### config.mk
export PLATFORM = sky130hd
export DESIGN_NAME = xtea_skid
export DESIGN_NICKNAME = d
export VERILOG_FILES = /design/src/hw/rtl/xtea_pkg.sv /design/src/hw/rtl/xtea_skid.sv
export SDC_FILE = /design/constraint.sdc
export NUM_CORES = 1
export LEC_CHECK = 0
export BUFFER_PORTS_ARGS = -buffer_cell sky130_fd_sc_hd__buf_4
export CORE_UTILIZATION = 39
export DETAILED_ROUTE_END_ITERATION = 8
export SLEW_MARGIN = 30
export SYNTH_ARGS = -nofsm -noshare
export SYNTH_HDL_FRONTEND = slang
export SYNTH_SLANG_ARGS = --single-unit
### constraint.sdc
create_clock -name clk -period 16.4 [get_ports clk]
set_clock_uncertainty 0.2 [all_clocks]
set_input_delay 1.64 -clock clk [delete_from_list [all_inputs] [get_ports clk]]
set_output_delay 1.64 -clock clk [all_outputs]
set_load 0.02 [all_outputs]
### src/hw/rtl/xtea_pkg.sv
package xtea_pkg;

	localparam int WORD_W        = 32;
	localparam int NUM_KEY_WORDS = 4;
	localparam int KEY_IDX_W     = $clog2(NUM_KEY_WORDS);

	// Number of XTEA rounds; each round is two half-rounds, one pipeline stage each.
	localparam int CYCLE_COUNT = 32;
	localparam int NUM_STAGES  = 2 * CYCLE_COUNT;

	localparam logic [WORD_W-1:0] DELTA = 32'h9e3779b9;

	localparam logic DIR_ENCIPHER = 1'b0;
	localparam logic DIR_DECIPHER = 1'b1;

	typedef logic [WORD_W-1:0] word_t;
	typedef logic [NUM_KEY_WORDS-1:0][WORD_W-1:0] key_set_t;

	typedef struct packed {
		logic  valid;
		logic  dir;
		word_t v0;
		word_t v1;
	} blk_t;

	// Running sum seen by half-round r when enciphering.
	function automatic word_t enc_sum(int r);
		word_t cnt;
		cnt = WORD_W'((r / 2) + (r % 2));
		return cnt * DELTA;
	endfunction

	// Running sum seen by half-round r when deciphering.
	function automatic word_t dec_sum(int r);
		word_t cnt;
		cnt = WORD_W'(CYCLE_COUNT - (r / 2) - (r % 2));
		return cnt * DELTA;
	endfunction

endpackage

### src/hw/rtl/xtea_skid.sv
module xtea_skid
	import xtea_pkg::*;
(
	input  logic  clk,
	input  logic  arst_n,
	input  blk_t  up_blk,
	output logic  up_ready,
	output logic  out_valid,
	input  logic  out_ready,
	output word_t out_v0,
	output word_t out_v1
);

	logic  out_v_q;
	word_t out_v0_q;
	word_t out_v1_q;
	logic  sk_v_q;
	word_t sk_v0_q;
	word_t sk_v1_q;

	assign up_ready = !sk_v_q;

	always_ff @(posedge clk or negedge arst_n) begin
		if (!arst_n) begin
			out_v_q <= 1'b0;
			sk_v_q  <= 1'b0;
		end else if (out_ready || !out_v_q) begin
			if (sk_v_q) begin
				out_v_q <= 1'b1;
				sk_v_q  <= 1'b0;
			end else begin
				out_v_q <= up_blk.valid;
			end
		end else if (up_blk.valid && !sk_v_q) begin
			sk_v_q <= 1'b1;
		end
	end

	always_ff @(posedge clk) begin
		if (out_ready || !out_v_q) begin
			if (sk_v_q) begin
				out_v0_q <= sk_v0_q;
				out_v1_q <= sk_v1_q;
			end else begin
				out_v0_q <= up_blk.v0;
				out_v1_q <= up_blk.v1;
			end
		end else if (up_blk.valid && !sk_v_q) begin
			sk_v0_q <= up_blk.v0;
			sk_v1_q <= up_blk.v1;
		end
	end

	assign out_valid = out_v_q;
	assign out_v0    = out_v0_q;
	assign out_v1    = out_v1_q;

	// The spare register only ever holds an item behind one that is already on offer.
	a_skid_behind_out: assert property (@(posedge clk) disable iff (!arst_n)
		sk_v_q |-> out_v_q)
		else $error("skid holds data while output is empty");

	// The spare register fills only when the output was stalled.
	a_skid_fill_on_stall: assert property (@(posedge clk) disable iff (!arst_n)
		$rose(sk_v_q) |-> $past(out_v_q && !out_ready))
		else $error("skid filled without an output stall");

	// A parked item is not dropped while the receiver keeps stalling.
	a_skid_kept: assert property (@(posedge clk) disable iff (!arst_n)
		sk_v_q && !out_ready |=> sk_v_q && $stable(sk_v0_q) && $stable(sk_v1_q))
		else $error("skid contents lost during stall");

endmodule

==> metrics.md, run 1 <==
| Metric | Value |
|---|---|
| Flop pwr share | `0.490` |
| Global route hottest layer | `met2` |
| CTS Buf Count | `17` |
| Total net switching power | `0.0001769 W` |
| Hold violation total from the final report | `0` |
| Clock tree buffer depth | `2` |
| RePlAce Congestion | `0.6359` |
| Core area | `between 10,000 and 15,000 sq um` |
| Die span in x | `112.7 um` |
| Fin cells | `516` |
| Pre-CTS setup slack | `~13 ns` |
| Cts hold-fix bufs | `0` |
| Vias in the first global route | `2,553` |
| Fin crit share | `0.1918` |
| Final setup fails | `0` |
| Post-synth cell types | `12` |
| Crit path kind | `reg2out` |
| Worst R2R End | `out_v1[5]` |
| Share of layout cells above drive strength 1 | `0.5908` |
| First-pass GRT wire length | `13.02 mm` |
| Int Power | `0.0006439 W` |
| Root Buffer | `clkbuf_16` |
| Register area share after synthesis | `0.8149` |
| Unrepaired setup endpoints after global routing | `no` |
| Resized cells post-CTS | `0` |
| Met3 Use GR | `0.07713` |
| Clk sink count | `130` |
| Reg2Reg Setup Slack | `14.44 ns` |
| Slew headroom | `0.6793` |
| Placed Instances | `484` |
| Vias after detailed routing | `2,436` |
| Reg clk slew, reported paths | `0.05 ns` |
| Largest net degree at the start of global routing | `68` |
| Row cnt | `40` |
| FF-to-FF path depth | `3` |
| Final instance area | `between 6000 and 7000 sq um` |
| Commonest non-fill, non-tap cells in the layout | `135 x buf_4, 128 x edfxtp_1, 37 x mux2_2, 20 x mux2_4, 17 x clkbuf_16` |
| WL/cell | `around 16 um` |
| Clk Latency, worst-skew pair | `0.41 ns` |
| Synth Cell Area | `4778 sq um` |
| Worst Path Max Fanout | `23` |
| I/O Pins | `approximately 140` |
| Number of diodes | `0` |
| Max-cap violation count | `0` |
| Synth top area cells | `edfxtp_1 80%, mux2_2 8.7%, mux2_4 6.3%` |
| Hold Crit Endpoint | `out_v0[28]` |
| Cell taking the most area after synthesis | `edfxtp_1` |
| Crit. End Element | `output pin` |
| Combinational share of power | `0.114` |
| Seq cells post-synth | `130` |
| DP Wirelength | `5.375 mm` |
| Number of antenna violations at the first check in global routing | `0` |
| Setup TNS | `0 ns` |
| Period minus WS final | `3.146 ns` |
| Avg Vias per Cell | `4.721` |
| Slack of the critical path | `13.25 ns` |
| Worst hold margin | `0.3339 ns` |
| Synth Net Count | `276` |
| Initial core utilization | `0.3995` |
| Slew Limit Fails | `0` |
| Routed Antenna Nets | `0` |
| Hold path start | `sk_v0_q[28]` |
| Hold path depth | `1` |
| P_leak | `~2.5 nW` |
| Congestion Overflow GR | `0` |
| DRT Pass-1 Iters | `4` |
| Worst VDD drop | `roughly 0.000086 V` |
| H-tree Lvls | `4` |
| Status | `finished, final reports clean` |
| Critical path arrival | `roughly 1.3 ns` |
| Final #Nets | `between 400 and 500` |
| Post-Route WL | `8.264 mm` |
| Cells after Synth | `between 200 and 250` |
| Top cell type's share of synthesized area | `0.8044` |
| Synthesis Warnings | `0` |
| Clock network power share | `0.397` |
| Placed Area | `5972 sq um` |
| Sw frac | `0.2156` |
| M2 GR Usage | `0.2148` |
| Synth Area per Inst | `23.08 sq um` |
| Critical Path Start Type | `register` |
| Hold crit path type | `reg2reg` |
| R2r startpoint | `sk_v_q` |
| Number of I/O port buffers | `around 130` |
| P&R area growth vs syn | `36.21%` |
| Initial DRC Count | `92` |
| Die H | `roughly 110 um` |
| Most common cell after layout, fill and taps aside | `buf_4` |
| Worst Tran Pin Value | `between 0.4 and 0.5 ns` |
| Postcts setup bufs | `0` |
| Gr usage total | `0.1402` |
| PD cells | `126.1 nW/um^2` |
| CTS tree | `yes` |
| Met1 usage | `0.1569` |
| Fmax | `317.9 MHz` |
| Die area | `12,700 sq um` |
| DRC | `0` |
| CP required | `about 15 ns` |
stage by stage:
stage,util,power (W)
floorplan,-,0.0004581
global placement,0.4959,0.0004991
detailed placement,0.4993,0.0005027
CTS,0.5418,0.0008309
global route,0.5441,0.0008496
finish,0.5441,0.0008208
how the worst max path moves through the flow:
stage | start | end | slack, ns | depth (start not counted)
after floorplan | out_ready | sk_v0_q[0] | 7.60 | 2
after global placement | out_ready | sk_v1_q[11] | 12.57 | 4
after detailed placement | out_ready | sk_v1_q[11] | 12.55 | 4
after CTS | out_ready | sk_v1_q[5] | 13.00 | 4
after global routing | sk_v_q | up_ready | 13.18 | 2
final | sk_v_q | up_ready | 13.25 | 2
per-layer routing:
metal  part of all wire  wire length, um
met3               0.10              855
met5                  0                0
met2               0.47             3878
met1               0.41             3392
met4              0.017              138
cell usage after synthesis:
| cell type | n |
|---|---|
| nand2_1 | 1 |
| dfrtp_1 | 2 |
| mux2_1 | 7 |
| inv_1 | 1 |
| buf_6 | 4 |
| mux2_4 | 20 |
| nor3b_1 | 1 |
| nor2_1 | 2 |
| mux2_2 | 37 |
| edfxtp_1 | 128 |
| nand2b_1 | 1 |
| buf_2 | 3 |
final cells by class:
cell class / instances / area [sq um]
Tap cell: 147 / 183.9
Fill cell: 988 / 5453
Clock buffer: 21 / 440.4
Clock inverter: 10 / 68.82
Timing Repair Buffer: 138 / 1081
Multi-Input combinational cell: 69 / 833.3
Inverter: 1 / 3.754
Sequential cell: 130 / 3897
cells by family (layout without fill, tap and decap cells):
group	after synthesis	count (layout)	share of synthesized area
simple gates	5	5	0.005238
buf+inv	8	170	0.01335
flops	130	130	0.8149
mux	64	64	0.1665
power groups by stage:
stage / clock network (W) / logic (W) / registers, W
final: 0.000326 / 0.0000933 / 0.000402
after floorplan: 0 / 0.0000299 / 0.000428
after global routing: 0.000346 / 0.0000994 / 0.000404
after detailed placement: 0 / 0.0000938 / 0.000409
after CTS: 0.000334 / 0.0000939 / 0.000403
after global placement: 0 / 0.0000871 / 0.000412
flip-flops by register name, indices dropped and copies added (netlist names):
signal	flops
sk_v_q	1
sk_v1_q	32
out_v1	32
out_v0	32
out_valid	1
sk_v0_q	32
worst max-delay path: stages (launching register included):
cell and delay, ns:
dfrtp_4 0.65, inv_1 0.08, buf_4 0.16
Power figures use the tool's default switching activity.
==> run 2, diff against run 1 <==
==> constraint.sdc (replaced) <==
create_clock -name clk -period 3.1 [get_ports clk]
set_clock_uncertainty 0.2 [all_clocks]
set_input_delay 0.31 -clock clk [delete_from_list [all_inputs] [get_ports clk]]
set_output_delay 0.31 -clock clk [all_outputs]
set_load 0.02 [all_outputs]
==> run 2 against run 1 <==
  * Clock power grew to 5.3 times the previous value
  * Wire length is 8.5% higher
  * Non-clock buffer count is 65 higher
  * Count of clock-buffer cells in the layout is 1 higher
  * Sequential power grew to 5.3 times the previous value
  * First-iteration DRC count is 29% higher
  * Utilization is 5.2 points higher
  * Die area stayed put
==> metrics.md, run 2 (same netlist as run 1, synthesis figures left out) <==
| Metric | Value |
|---|---|
| Clock tree buffer depth | `2 (unchanged)` |
| Sw frac | `0.2177 (was 0.2156)` |
| Share of layout cells above drive strength 1 | `0.5092 (was 0.5908)` |
| Commonest non-fill, non-tap cells in the layout | `137 x buf_4, 128 x edfxtp_1, 66 x dlygate4sd3_1, 37 x mux2_2, 20 x mux2_4 (was 135 x buf_4, 128 x edfxtp_1, 37 x mux2_2, 20 x mux2_4, 17 x clkbuf_16)` |
| Congestion Overflow GR | `0 (unchanged)` |
| Reg clk slew, reported paths | `0.05 ns (about the same)` |
| Worst path slowest cell | `dfrtp_4 (unchanged)` |
| Placed Area | `5954 sq um (was 5972 sq um)` |
| Initial DRC Count | `119 (was 92)` |
| I/O Pins | `135 (unchanged)` |
| Clk Latency, worst-skew pair | `0.41 ns (about the same)` |
| Root Buffer | `clkbuf_16 (unchanged)` |
| Avg Vias per Cell | `4.618 (was 4.721)` |
| Initial core utilization | `0.3995 (unchanged)` |
| Routed Antenna Nets | `0 (unchanged)` |
| Clk sink count | `130 (unchanged)` |
| CTS tree | `yes (unchanged)` |
| Hold crit path type | `in2async (was reg2reg)` |
| Slew Limit Fails | `0 (unchanged)` |
| Slew headroom | `0.3748 (was 0.6793)` |
| Critical path buffer and inverter count | `1 (was 2)` |
| Worst VDD drop | `0.0003922 V (was 0.00008568 V)` |
| Worst Tran Pin Value | `0.9378 ns (was 0.4810 ns)` |
| Critical path arrival | `2.19 ns (was 1.31 ns)` |
| Number of I/O port buffers | `133 (unchanged)` |
| Fmax | `between 400 and 500 MHz` |
| Setup TNS | `0 ns (unchanged)` |
| Critical path's largest stage delay | `0.77 ns (was 0.65 ns)` |
| Final #Nets | `491 (was 426)` |
| Flop pwr share | `0.482 (was 0.490)` |
| Hold violation total from the final report | `0 (unchanged)` |
| Total net switching power | `0.0009625 W (was 0.0001769 W)` |
| Area of the multi-input gates | `839.6 sq um (was 833.3 sq um)` |
| Crit path kind | `reg2reg (was reg2out)` |
| Crit. End Element | `register (was output pin)` |
| DP Wirelength | `5.140 mm (was 5.375 mm)` |
| Fin crit share | `0.7201` |
| Final Core Density | `0.5957 (was 0.5441)` |
| Final instance area | `7126 sq um (was 6509 sq um)` |
| Largest net degree at the start of global routing | `67 (was 68)` |
| Postcts setup bufs | `0 (unchanged)` |
| Die H | `112.7 um (unchanged)` |
| Unrepaired setup endpoints after global routing | `no (unchanged)` |
| First-pass GRT wire length | `13.68 mm (was 13.02 mm)` |
| Gr usage total | `0.1481 (was 0.1402)` |
| Worst Path Max Fanout | `35 (was 23)` |
| P&R area growth vs syn | `49.12% (was 36.21%)` |
| WL/cell | `15.43 um (was 16.02 um)` |
| Status | `finished, final reports clean (unchanged)` |
| Critical Path Start Type | `register (unchanged)` |
| FF+latch area | `3899 sq um (was 3897 sq um)` |
| Number of diodes | `0 (unchanged)` |
| RePlAce Congestion | `0.6908 (was 0.6359)` |
| Combinational share of power | `0.124 (was 0.114)` |
| Post-Route WL | `8.963 mm (was 8.264 mm)` |
| Core area | `11,960 sq um (unchanged)` |
| Reg2Reg Setup Slack | `0.87 ns (was 14.44 ns)` |
| Number of antenna violations at the first check in global routing | `0 (unchanged)` |
| Int Power | `0.003458 W (was 0.0006439 W)` |
| Most common cell after layout, fill and taps aside | `buf_4 (unchanged)` |
| Filler Cells Inserted | `905 (was 988)` |
| Die span in x | `112.7 um (unchanged)` |
| Worst hold margin | `0.03232 ns (was 0.3339 ns)` |
| Period minus WS final | `2.232 ns` |
| Max-cap violation count | `0 (unchanged)` |
| Family with the most delay on the worst path | `flip-flops (unchanged)` |
| CP Cell Sequence | `buf_4 > mux2_2 (was inv_1 > buf_4)` |
| PD cells | `620.4 nW/um^2 (was 126.1 nW/um^2)` |
| Row cnt | `40 (unchanged)` |
| CTS Buf Count | `17 (unchanged)` |
| Vias in the first global route | `2,754 (was 2,553)` |
| DRT Pass-1 Iters | `5 (was 4)` |
| CP required | `3.06 ns (was 14.56 ns)` |
| Vias after detailed routing | `2,683 (was 2,436)` |
| Die area | `12,700 sq um (unchanged)` |
| Final setup fails | `0 (unchanged)` |
| H-tree Lvls | `4 (unchanged)` |
| Clock network power share | `0.394 (was 0.397)` |
| P_leak | `2.775 nW (was 2.508 nW)` |
| DRC | `0 (unchanged)` |
-- run 2: worst register-to-register path, cell delays in order, from the launching register on --
cell     delay [ns]
dfrtp_4        0.77
buf_4          0.59
mux2_2         0.43
-- run 2: final timing paths --
path | startpoint | endpoint | cells after the start
max in group asynchronous | arst_n | sk_v_q | 2
worst max-delay path | sk_v_q | out_v0[31] | 2
worst min-delay path | arst_n | sk_v_q | 2
worst min register to register | sk_v0_q[28] | out_v0[28] | 1
min in group clk | out_ready | sk_v1_q[1] | 4
worst max register to register | sk_v_q | out_v0[31] | 2
-- run 2: layout make-up --
class / count / share of cell area
Clock inverter: 9 / 0.009306
Inverter: 1 / 0.0005268
Sequential cell: 130 / 0.5471
Tap cell: 147 / 0.02581
Multi-Input combinational cell: 69 / 0.1178
Timing Repair Buffer: 203 / 0.2371
Clock buffer: 22 / 0.06234
-- run 2: what timing repair did --
action                     4_1_cts  5_1_grt
hold buffers                    66        0
gates resized for setup          0        0
setup endpoints to repair        0        0
hold endpoints to repair       113        0
-- run 2: per-stage QoR --
step / cells / worst slack (ns) / power (W)
floorplan: 207 / -0.1444 / 0.002418
global placement: 484 / 0.8609 / 0.002645
detailed placement: 484 / 0.8541 / 0.002654
CTS: 581 / 0.8446 / 0.004473
global route: 581 / 0.7795 / 0.004589
finish: 581 / 0.8678 / 0.004421
-- run 2: power groups by stage --
stage | sequential, W | combinational [W] | clock [W]
global placement | 0.00216 | 0.000480 | 0
finish | 0.00213 | 0.000547 | 0.00174
CTS | 0.00213 | 0.000554 | 0.00179
detailed placement | 0.00217 | 0.000486 | 0
floorplan | 0.00226 | 0.000161 | 0
global route | 0.00214 | 0.000579 | 0.00187
-- run 2: routing by layer --
layer / vias up / routed length, um / GRT usage
met3: 15 / 660 / 0.07231
met2: 99 / 4356 / 0.2350
met1: 1309 / 3821 / 0.1720
li1: 1260 / - / -
met5: - / 0 / 0
met4: 0 / 126 / 0.06133
